### src/rtl/lmfr_pkg.sv
// shared types and constants of the led matrix frame refresh block
// no dependencies
`default_nettype none

package lmfr_pkg;

    localparam int MAX_MATRICES = 4;
    localparam int ROWS         = 8;
    localparam int DEPTH        = ROWS * MAX_MATRICES;
    localparam int IDX_W        = $clog2(DEPTH);
    localparam int N_W          = $clog2(MAX_MATRICES + 1);
    localparam int X_W          = 6;
    localparam int CMP_W        = X_W + N_W + 3;
    localparam int PROD_W       = N_W + 4;
    localparam int FIFO_DEPTH   = 2;
    localparam int FP_W         = (FIFO_DEPTH > 1) ? $clog2(FIFO_DEPTH) : 1;
    localparam int IN_DATA_W    = 24;
    localparam int OUT_DATA_W   = 16;

    typedef enum logic [1:0] {
        OP_PIXEL   = 2'd0,
        OP_CLEAR   = 2'd1,
        OP_REFRESH = 2'd2,
        OP_BCAST   = 2'd3
    } t_op;

    typedef struct packed {
        t_op              op;
        logic [IDX_W-1:0] idx;
        logic [2:0]       bit_sel;
        logic             on;
        logic [3:0]       sel;
        logic [7:0]       val;
        logic [N_W-1:0]   n;
    } t_cmd;

endpackage

`default_nettype wire

### src/rtl/lmfr_front.sv
// front end: chip count register, input decode, pixel address calculation
// depends on lmfr_pkg
`default_nettype none

module lmfr_front (
    input  wire logic                          i_clk,
    input  wire logic                          i_rst_n,
    input  wire logic                          i_cfg_we,
    input  wire logic [3:0]                    i_cfg_wdata,
    input  wire logic                          s_axis_tvalid,
    output logic                               s_axis_tready,
    input  wire logic [lmfr_pkg::IN_DATA_W-1:0] s_axis_tdata,
    input  wire logic [1:0]                    s_axis_tuser,
    input  wire logic                          i_full,
    output logic                               o_push,
    output lmfr_pkg::t_cmd                     o_cmd
);

    logic [3:0]                    r_num_matrices;
    logic [lmfr_pkg::N_W-1:0]      w_n;
    logic [5:0]                    w_x;
    logic [2:0]                    w_y;
    logic [lmfr_pkg::PROD_W-1:0]   w_prod;
    logic                          w_in_range;
    lmfr_pkg::t_op                 w_op;

    always_ff @(posedge i_clk) begin
        if (!i_rst_n) begin
            r_num_matrices <= 4'd4;
        end else if (i_cfg_we) begin
            r_num_matrices <= i_cfg_wdata;
        end
    end

    always_comb begin
        if (r_num_matrices == 4'd0) begin
            w_n = lmfr_pkg::N_W'(1);
        end else if (32'(r_num_matrices) > lmfr_pkg::MAX_MATRICES) begin
            w_n = lmfr_pkg::N_W'(lmfr_pkg::MAX_MATRICES);
        end else begin
            w_n = lmfr_pkg::N_W'(r_num_matrices);
        end
    end

    assign w_op = lmfr_pkg::t_op'(s_axis_tuser);
    assign w_x  = s_axis_tdata[5:0];
    assign w_y  = s_axis_tdata[8:6];

    assign w_in_range = lmfr_pkg::CMP_W'(w_x) < lmfr_pkg::CMP_W'({w_n, 3'b000});
    assign w_prod = lmfr_pkg::PROD_W'(w_y) * lmfr_pkg::PROD_W'(w_n)
                  + lmfr_pkg::PROD_W'(w_x[5:3]);

    assign s_axis_tready = !i_full;
    assign o_push = s_axis_tvalid && !i_full
                    && ((w_op != lmfr_pkg::OP_PIXEL) || w_in_range);

    always_comb begin
        o_cmd.op      = w_op;
        o_cmd.idx     = w_prod[lmfr_pkg::IDX_W-1:0];
        o_cmd.bit_sel = w_x[2:0];
        o_cmd.on      = s_axis_tdata[9];
        o_cmd.sel     = s_axis_tdata[13:10];
        o_cmd.val     = s_axis_tdata[21:14];
        o_cmd.n       = w_n;
    end

endmodule

`default_nettype wire

### src/rtl/lmfr_fifo.sv
// short command queue between front end and back end
// depends on lmfr_pkg
`default_nettype none

module lmfr_fifo (
    input  wire logic          i_clk,
    input  wire logic          i_rst_n,
    input  wire logic          i_push,
    input  lmfr_pkg::t_cmd     i_data,
    input  wire logic          i_pop,
    output lmfr_pkg::t_cmd     o_data,
    output logic               o_full,
    output logic               o_empty
);

    lmfr_pkg::t_cmd              r_mem [lmfr_pkg::FIFO_DEPTH];
    logic [lmfr_pkg::FP_W-1:0]   r_wr;
    logic [lmfr_pkg::FP_W-1:0]   r_rd;
    logic [lmfr_pkg::FP_W:0]     r_count;
    logic                        w_do_push;
    logic                        w_do_pop;

    assign o_full    = (r_count == (lmfr_pkg::FP_W + 1)'(lmfr_pkg::FIFO_DEPTH));
    assign o_empty   = (r_count == '0);
    assign w_do_push = i_push && !o_full;
    assign w_do_pop  = i_pop && !o_empty;
    assign o_data    = r_mem[r_rd];

    always_ff @(posedge i_clk) begin
        if (w_do_push) begin
            r_mem[r_wr] <= i_data;
        end
    end

    always_ff @(posedge i_clk) begin
        if (!i_rst_n) begin
            r_wr    <= '0;
            r_rd    <= '0;
            r_count <= '0;
        end else begin
            if (w_do_push) begin
                r_wr <= (32'(r_wr) == lmfr_pkg::FIFO_DEPTH - 1) ? '0 : r_wr + 1'b1;
            end
            if (w_do_pop) begin
                r_rd <= (32'(r_rd) == lmfr_pkg::FIFO_DEPTH - 1) ? '0 : r_rd + 1'b1;
            end
            if (w_do_push && !w_do_pop) begin
                r_count <= r_count + 1'b1;
            end else if (!w_do_push && w_do_pop) begin
                r_count <= r_count - 1'b1;
            end
        end
    end

endmodule

`default_nettype wire

### src/rtl/lmfr_back.sv
// back end: frame buffer, pixel and clear execution, serial word sequencer
// depends on lmfr_pkg
`default_nettype none

module lmfr_back (
    input  wire logic                            i_clk,
    input  wire logic                            i_rst_n,
    input  lmfr_pkg::t_cmd                       i_cmd,
    input  wire logic                            i_cmd_valid,
    output logic                                 o_pop,
    output logic                                 m_axis_tvalid,
    input  wire logic                            m_axis_tready,
    output logic [lmfr_pkg::OUT_DATA_W-1:0]      m_axis_tdata,
    output logic                                 m_axis_tuser,
    output logic                                 m_axis_tlast
);

    typedef enum logic {ST_IDLE, ST_RUN} t_state;

    logic [7:0]                  r_buf [lmfr_pkg::DEPTH];
    t_state                      r_state;
    logic                        r_bcast;
    logic [3:0]                  r_sel;
    logic [7:0]                  r_val;
    logic [lmfr_pkg::N_W-1:0]    r_n;
    logic [lmfr_pkg::N_W-1:0]    r_chip;
    logic [2:0]                  r_row;
    logic [lmfr_pkg::IDX_W-1:0]  r_idx;
    logic                        r_out_valid;
    logic [3:0]                  r_out_addr;
    logic [7:0]                  r_out_data;
    logic                        r_out_fend;
    logic                        r_out_last;
    logic                        w_load;
    logic                        w_fend;
    logic                        w_last;
    logic [7:0]                  w_mask;

    assign o_pop  = (r_state == ST_IDLE) && i_cmd_valid;
    assign w_load = (r_state == ST_RUN) && (!r_out_valid || m_axis_tready);
    assign w_fend = (r_chip == r_n - lmfr_pkg::N_W'(1));
    assign w_last = w_fend && (r_bcast || (32'(r_row) == lmfr_pkg::ROWS - 1));
    assign w_mask = 8'h80 >> i_cmd.bit_sel;

    // frame buffer
    always_ff @(posedge i_clk) begin
        if (!i_rst_n) begin
            for (int i = 0; i < lmfr_pkg::DEPTH; i++) begin
                r_buf[i] <= 8'h00;
            end
        end else if (o_pop) begin
            case (i_cmd.op)
                lmfr_pkg::OP_PIXEL: begin
                    r_buf[i_cmd.idx] <= i_cmd.on ? (r_buf[i_cmd.idx] | w_mask)
                                                 : (r_buf[i_cmd.idx] & ~w_mask);
                end
                lmfr_pkg::OP_CLEAR: begin
                    for (int i = 0; i < lmfr_pkg::DEPTH; i++) begin
                        r_buf[i] <= 8'h00;
                    end
                end
                default: begin
                end
            endcase
        end
    end

    always_ff @(posedge i_clk) begin
        if (!i_rst_n) begin
            r_state     <= ST_IDLE;
            r_out_valid <= 1'b0;
        end else begin
            if (w_load) begin
                r_out_valid <= 1'b1;
            end else if (m_axis_tready) begin
                r_out_valid <= 1'b0;
            end
            case (r_state)
                ST_IDLE: begin
                    if (o_pop && (i_cmd.op inside {lmfr_pkg::OP_REFRESH,
                                                   lmfr_pkg::OP_BCAST})) begin
                        r_state <= ST_RUN;
                        r_bcast <= (i_cmd.op == lmfr_pkg::OP_BCAST);
                        r_sel   <= i_cmd.sel;
                        r_val   <= i_cmd.val;
                        r_n     <= i_cmd.n;
                        r_chip  <= '0;
                        r_row   <= '0;
                        r_idx   <= '0;
                    end
                end
                ST_RUN: begin
                    if (w_load) begin
                        r_out_addr <= r_bcast ? r_sel : ({1'b0, r_row} + 4'd1);
                        r_out_data <= r_bcast ? r_val : r_buf[r_idx];
                        r_out_fend <= w_fend;
                        r_out_last <= w_last;
                        r_idx      <= r_idx + 1'b1;
                        if (w_fend) begin
                            r_chip <= '0;
                            r_row  <= r_row + 3'd1;
                        end else begin
                            r_chip <= r_chip + 1'b1;
                        end
                        if (w_last) begin
                            r_state <= ST_IDLE;
                        end
                    end
                end
                default: begin
                    r_state <= ST_IDLE;
                end
            endcase
        end
    end

    assign m_axis_tvalid = r_out_valid;
    assign m_axis_tdata  = {4'b0000, r_out_data, r_out_addr};
    assign m_axis_tuser  = r_out_fend;
    assign m_axis_tlast  = r_out_last;

endmodule

`default_nettype wire

### src/rtl/led_matrix_frame_refresh.sv
// top level of the led matrix frame refresh block: front end, queue, back end
// depends on lmfr_pkg, lmfr_front, lmfr_fifo, lmfr_back
// pixel write and clear: executed in the back end while idle, one per cycle sustained while no refresh runs
// refresh: 8*N words, one word per cycle while the output is not stalled; broadcast: N words
// first word passes the queue, the back end state and the output register after the transfer in
// sync reset: frame buffer zero, chip count 4, queue and output empty
`default_nettype none

module led_matrix_frame_refresh (
    input  wire logic                            i_clk,
    input  wire logic                            i_rst_n,
    input  wire logic                            i_cfg_we,
    input  wire logic [3:0]                      i_cfg_wdata,
    input  wire logic                            s_axis_tvalid,
    output logic                                 s_axis_tready,
    // pos_x[5:0], pos_y[8:6], pixel_on[9], reg_select[13:10], reg_value[21:14]
    input  wire logic [lmfr_pkg::IN_DATA_W-1:0]  s_axis_tdata,
    // opcode[1:0]
    input  wire logic [1:0]                      s_axis_tuser,
    output logic                                 m_axis_tvalid,
    input  wire logic                            m_axis_tready,
    // reg_addr[3:0], reg_data[11:4]
    output logic [lmfr_pkg::OUT_DATA_W-1:0]      m_axis_tdata,
    // frame_end[0]
    output logic                                 m_axis_tuser,
    output logic                                 m_axis_tlast
);

    logic           w_push;
    logic           w_full;
    logic           w_empty;
    logic           w_pop;
    lmfr_pkg::t_cmd w_cmd_in;
    lmfr_pkg::t_cmd w_cmd_out;

    lmfr_front u_front (
        .i_clk         (i_clk),
        .i_rst_n       (i_rst_n),
        .i_cfg_we      (i_cfg_we),
        .i_cfg_wdata   (i_cfg_wdata),
        .s_axis_tvalid (s_axis_tvalid),
        .s_axis_tready (s_axis_tready),
        .s_axis_tdata  (s_axis_tdata),
        .s_axis_tuser  (s_axis_tuser),
        .i_full        (w_full),
        .o_push        (w_push),
        .o_cmd         (w_cmd_in)
    );

    lmfr_fifo u_fifo (
        .i_clk   (i_clk),
        .i_rst_n (i_rst_n),
        .i_push  (w_push),
        .i_data  (w_cmd_in),
        .i_pop   (w_pop),
        .o_data  (w_cmd_out),
        .o_full  (w_full),
        .o_empty (w_empty)
    );

    lmfr_back u_back (
        .i_clk         (i_clk),
        .i_rst_n       (i_rst_n),
        .i_cmd         (w_cmd_out),
        .i_cmd_valid   (!w_empty),
        .o_pop         (w_pop),
        .m_axis_tvalid (m_axis_tvalid),
        .m_axis_tready (m_axis_tready),
        .m_axis_tdata  (m_axis_tdata),
        .m_axis_tuser  (m_axis_tuser),
        .m_axis_tlast  (m_axis_tlast)
    );

endmodule

`default_nettype wire

### config.mk
export PLATFORM = sky130hd
export DESIGN_NAME = led_matrix_frame_refresh
export DESIGN_NICKNAME = d
export VERILOG_FILES = /design/src/rtl/lmfr_pkg.sv /design/src/rtl/lmfr_front.sv /design/src/rtl/lmfr_fifo.sv /design/src/rtl/lmfr_back.sv /design/src/rtl/led_matrix_frame_refresh.sv
export SDC_FILE = /design/constraint.sdc
export NUM_CORES = 1
export LEC_CHECK = 0
export BUFFER_PORTS_ARGS = -buffer_cell sky130_fd_sc_hd__buf_2
export CAP_MARGIN = 40
export CORE_ASPECT_RATIO = 1.1
export CORE_UTILIZATION = 30
export CTS_CLUSTER_DIAMETER = 50
export CTS_CLUSTER_SIZE = 10
export DETAILED_ROUTE_END_ITERATION = 12
export GPL_TIMING_DRIVEN = 1
export SYNTH_ARGS = -nofsm -noshare
export SYNTH_HDL_FRONTEND = slang
export SYNTH_SLANG_ARGS = --single-unit
### constraint.sdc
create_clock -name i_clk -period 9.25 [get_ports i_clk]
set_input_delay 2.775 -clock i_clk [delete_from_list [all_inputs] [get_ports i_clk]]
set_output_delay 2.775 -clock i_clk [all_outputs]
set_load 0.05 [all_outputs]
==> reports/metrics.csv <==
metric,value,unit
min Tclk post-route,5.08,ns
Worst R2R Path Depth,10,
total design power,6.20,mW
Worst Hold Launch,u_front.r_num_matrices[2]$_SDFFE_PN1P_,
number of buffers created by CTS,46,
Die Y,262,um
post-route insts no fill,2234,
Critical R2R Capture,u_back.r_buf[21][3]$_SDFFCE_PN0P_,
HPWL after DPL,36.2,mm
CP Class,in2reg,
Ys Warns,0,
Cell Rows,94,
clock tree buffer depth,3,
hold_buf cts,0,
Buffers & Inverters on Critical Path,1,
Final Hold Viols,0,
Final setup viols,0,
share of cells above drive strength 1,21.5,%
max-slew violations,0,
Inst Count DP,2157,
Die ar.,0.0623,mm2
Total Routed Length,54.2,mm
Iteration-0 DRC Markers,1446,
most frequent cells in the layout,"edfxtp_1 (349), nor2_1 (204), mux4_2 (91)",
CP arrival,5.30,ns
Mean Syn Cell Area,13.5,um2
CTS sink cnt,365,
antenna violations before repair,3,
first drt pass iteration count,5,
CTS tree,done,
Hold Path Depth,2,
setup ws final,4.17,ns
"Seq/Total Area, Yosys",58.7,%
unique cell type count in the Yosys netlist,71,
worst-path maximum fanout,14,
total track usage,17.4,%
gpl congestion,0.934,
Final period util,55.0,%
"flops & latches, synth",365,
master of the slowest instance on the critical path,nor2_1,
Die Width,238,um
DR WL met3,4.90,mm
PwrDens,298,mW/mm2
IO Pins,55,
worst setup path start,i_rst_n,
worst hold endpoint,u_front.r_num_matrices[2]$_SDFFE_PN1P_,
hold crit path type,reg2reg,
H-tree Lvls,2,
Placed Instance Area,0.0194,mm2
ys async rst share,0,%
Remaining DRCs,0,
top sig layer,met5,
first-pass GRT wire length,79.9,mm
Post-synth EDFFs,349,
design area,0.0208,mm2
post-CTS sizing,0,
area grow syn2layout,13.1,%
IO buf count,48,
vias in the first global route,12209,
Worst-path clk slew,0.05,ns
Fill cells,5934,
Setup Skew,0.0277,ns
fmax,197,MHz
R2R Setup Slk,4.72,ns
met2 wire len,25.3,mm
register area,0.0108,mm2
Initial Util,30.5,%
Synth Flop Type,edfxtp_1,
Peak VDD IR,127,uV
CP startpoint kind,input port,
Critical Path Most Common Cell,nand2_1,
WL per Instance,24.2,um
dpl ws,3.55,ns
Syn Inst Count,1366,
TNS Setup,0,ns
multi-input logic area,0.00693,mm2
Critical Path RT,9.47,ns
status,"finished, final reports clean",
Detail Route Antenna Nets,0,
max cap viols,0,
layout net count,1443,
Root Driver,clkbuf_16,
Core Box Area,0.0602,mm2
Worst path top cell family by delay,simple AND/OR/NAND/NOR gates,
met1 WL,20.5,mm
drt via density,5.51,
Post-CTS Setup Inserts,0,
Least-Margin Pin Slew,0.946,ns
CP max stage delay,0.77,ns
"commonest non-fill, non-tap cell in the layout",edfxtp_1,
"critical path, cell by cell",buf_2 > nand3_1 > nand2b_1 > nor2_1 > nand2_1 > nand2_1,
Netlist Area Pre-Place,0.0184,mm2
Vias,12313,
unrepaired setup endpoints after global routing,false,
Setup crit end kind,register,
Slew HR,37.0,%
worst skew pair latency,0.59,ns
largest net degree at the start of global routing,63,
total grt overflow,0,
Pleak,7.09,nW
-- per-layer routing --
layer / global-route usage (%) / up-vias
met1: 21.4 / 6215
met3: 3.61 / 171
li1: - / 5268
met5: 0 / -
met2: 28.3 / 655
met4: 10.1 / 4
-- metrics by stage --
step / utilization, % / hold WS [ns]
2_1_floorplan: - / 0.443
6_report: 34.5 / 0.487
3_5_place_dp: 32.2 / 0.474
4_1_cts: 34.5 / 0.488
3_3_place_gp: 32.0 / 0.460
5_1_grt: 34.5 / 0.531
-- logic make-up after synthesis --
family	count (synthesis)	share of synthesized area, %
simple gates	490	12.8
flops	365	58.7
compound gates	187	7.38
mux	160	15.2
buf+inv	129	3.75
fa+ha+maj	19	1.42
xor+xnor	15	0.715
other cells	1	0.0204
-- synthesized netlist by cell type (3+ instances only) --
cell,count,area [um2]
a41oi_1,3,26.3
nand4_1,4,25.0
nand2_1,85,319
o22ai_1,3,18.8
buf_6,18,203
and3_1,7,43.8
nor2_1,205,769
a22o_1,42,368
mux2i_1,40,400
a21o_1,3,22.5
fa_1,3,60.1
a32oi_1,3,26.3
nor2b_1,10,62.6
nor3_1,50,250
nand2_2,12,75.1
ha_1,16,200
a21oi_1,16,80.1
edfxtp_1,349,10500
clkbuf_1,41,154
xor2_1,7,61.3
mux2_4,3,45.0
buf_4,6,45.0
o21ai_0,51,255
and3b_1,4,35.0
mux4_2,91,2050
mux2_2,26,293
and2_1,17,106
nand2b_1,9,56.3
xnor2_1,8,70.1
buf_1,7,26.3
nand3_1,14,70.1
a221oi_1,5,43.8
nor2_2,14,87.6
or3_1,10,62.6
inv_1,19,71.3
buf_2,38,190
a22oi_1,27,203
nor3b_1,34,255
dfxtp_1,16,320
o32ai_1,4,35.0
o21ai_2,3,26.3
-- worst max path at each step --
| stage | endpoint | slack, ns | cells past startpoint |
|---|---|---|---|
| global placement | u_back.r_buf[31][3]$_SDFFCE_PN0P_ | 3.52 | 6 |
| global route | u_back.r_buf[25][4]$_SDFFCE_PN0P_ | 4.17 | 6 |
| floorplan | u_fifo.r_mem[0][0]$_DFFE_PP_ | 4.18 | 6 |
| CTS | u_back.r_buf[25][5]$_SDFFCE_PN0P_ | 4.22 | 6 |
| detailed placement | u_back.r_buf[25][0]$_SDFFCE_PN0P_ | 3.55 | 6 |
| finish | u_back.r_buf[25][0]$_SDFFCE_PN0P_ | 4.17 | 6 |
-- report_power, final --
group	internal, mW	total [mW]	switching [mW]
sequential	2.12	2.31	0.190
combinational	0.786	2.21	1.42
clock	0.988	1.68	0.688
total	3.90	6.20	2.30
-- flip-flops by register name, indices dropped and copies added, names as in the netlist, 2 cells and up, named ones only --
| register | count |
|---|---|
| u_back.r_val | 8 |
| u_back.r_buf | 256 |
| u_fifo.r_mem | 52 |
| u_back.r_idx | 5 |
| u_front.r_num_matrices | 4 |
| u_back.r_sel | 4 |
| u_back.r_chip | 3 |
| u_back.r_out_data | 8 |
| u_back.r_row | 3 |
| u_fifo.r_count | 2 |
| u_back.r_out_addr | 4 |
| u_back.r_n | 3 |
-- final cells by class --
cell class | instances | share of cell area (%)
inverter | 19 | 0.343
timing repair buffer | 82 | 2.75
tap | 816 | 4.91
sequential | 365 | 52.0
multi-input combinational | 875 | 33.3
antenna | 1 | 0.0120
clock inverter | 12 | 0.692
clock buffer | 64 | 5.96
-- tightest hold or removal path: stages (launching register included) --
cell and delay (ns):
dfxtp_1 0.33, mux2i_1 0.07, nand2_1 0.06
(Power assumes the default switching activity.)
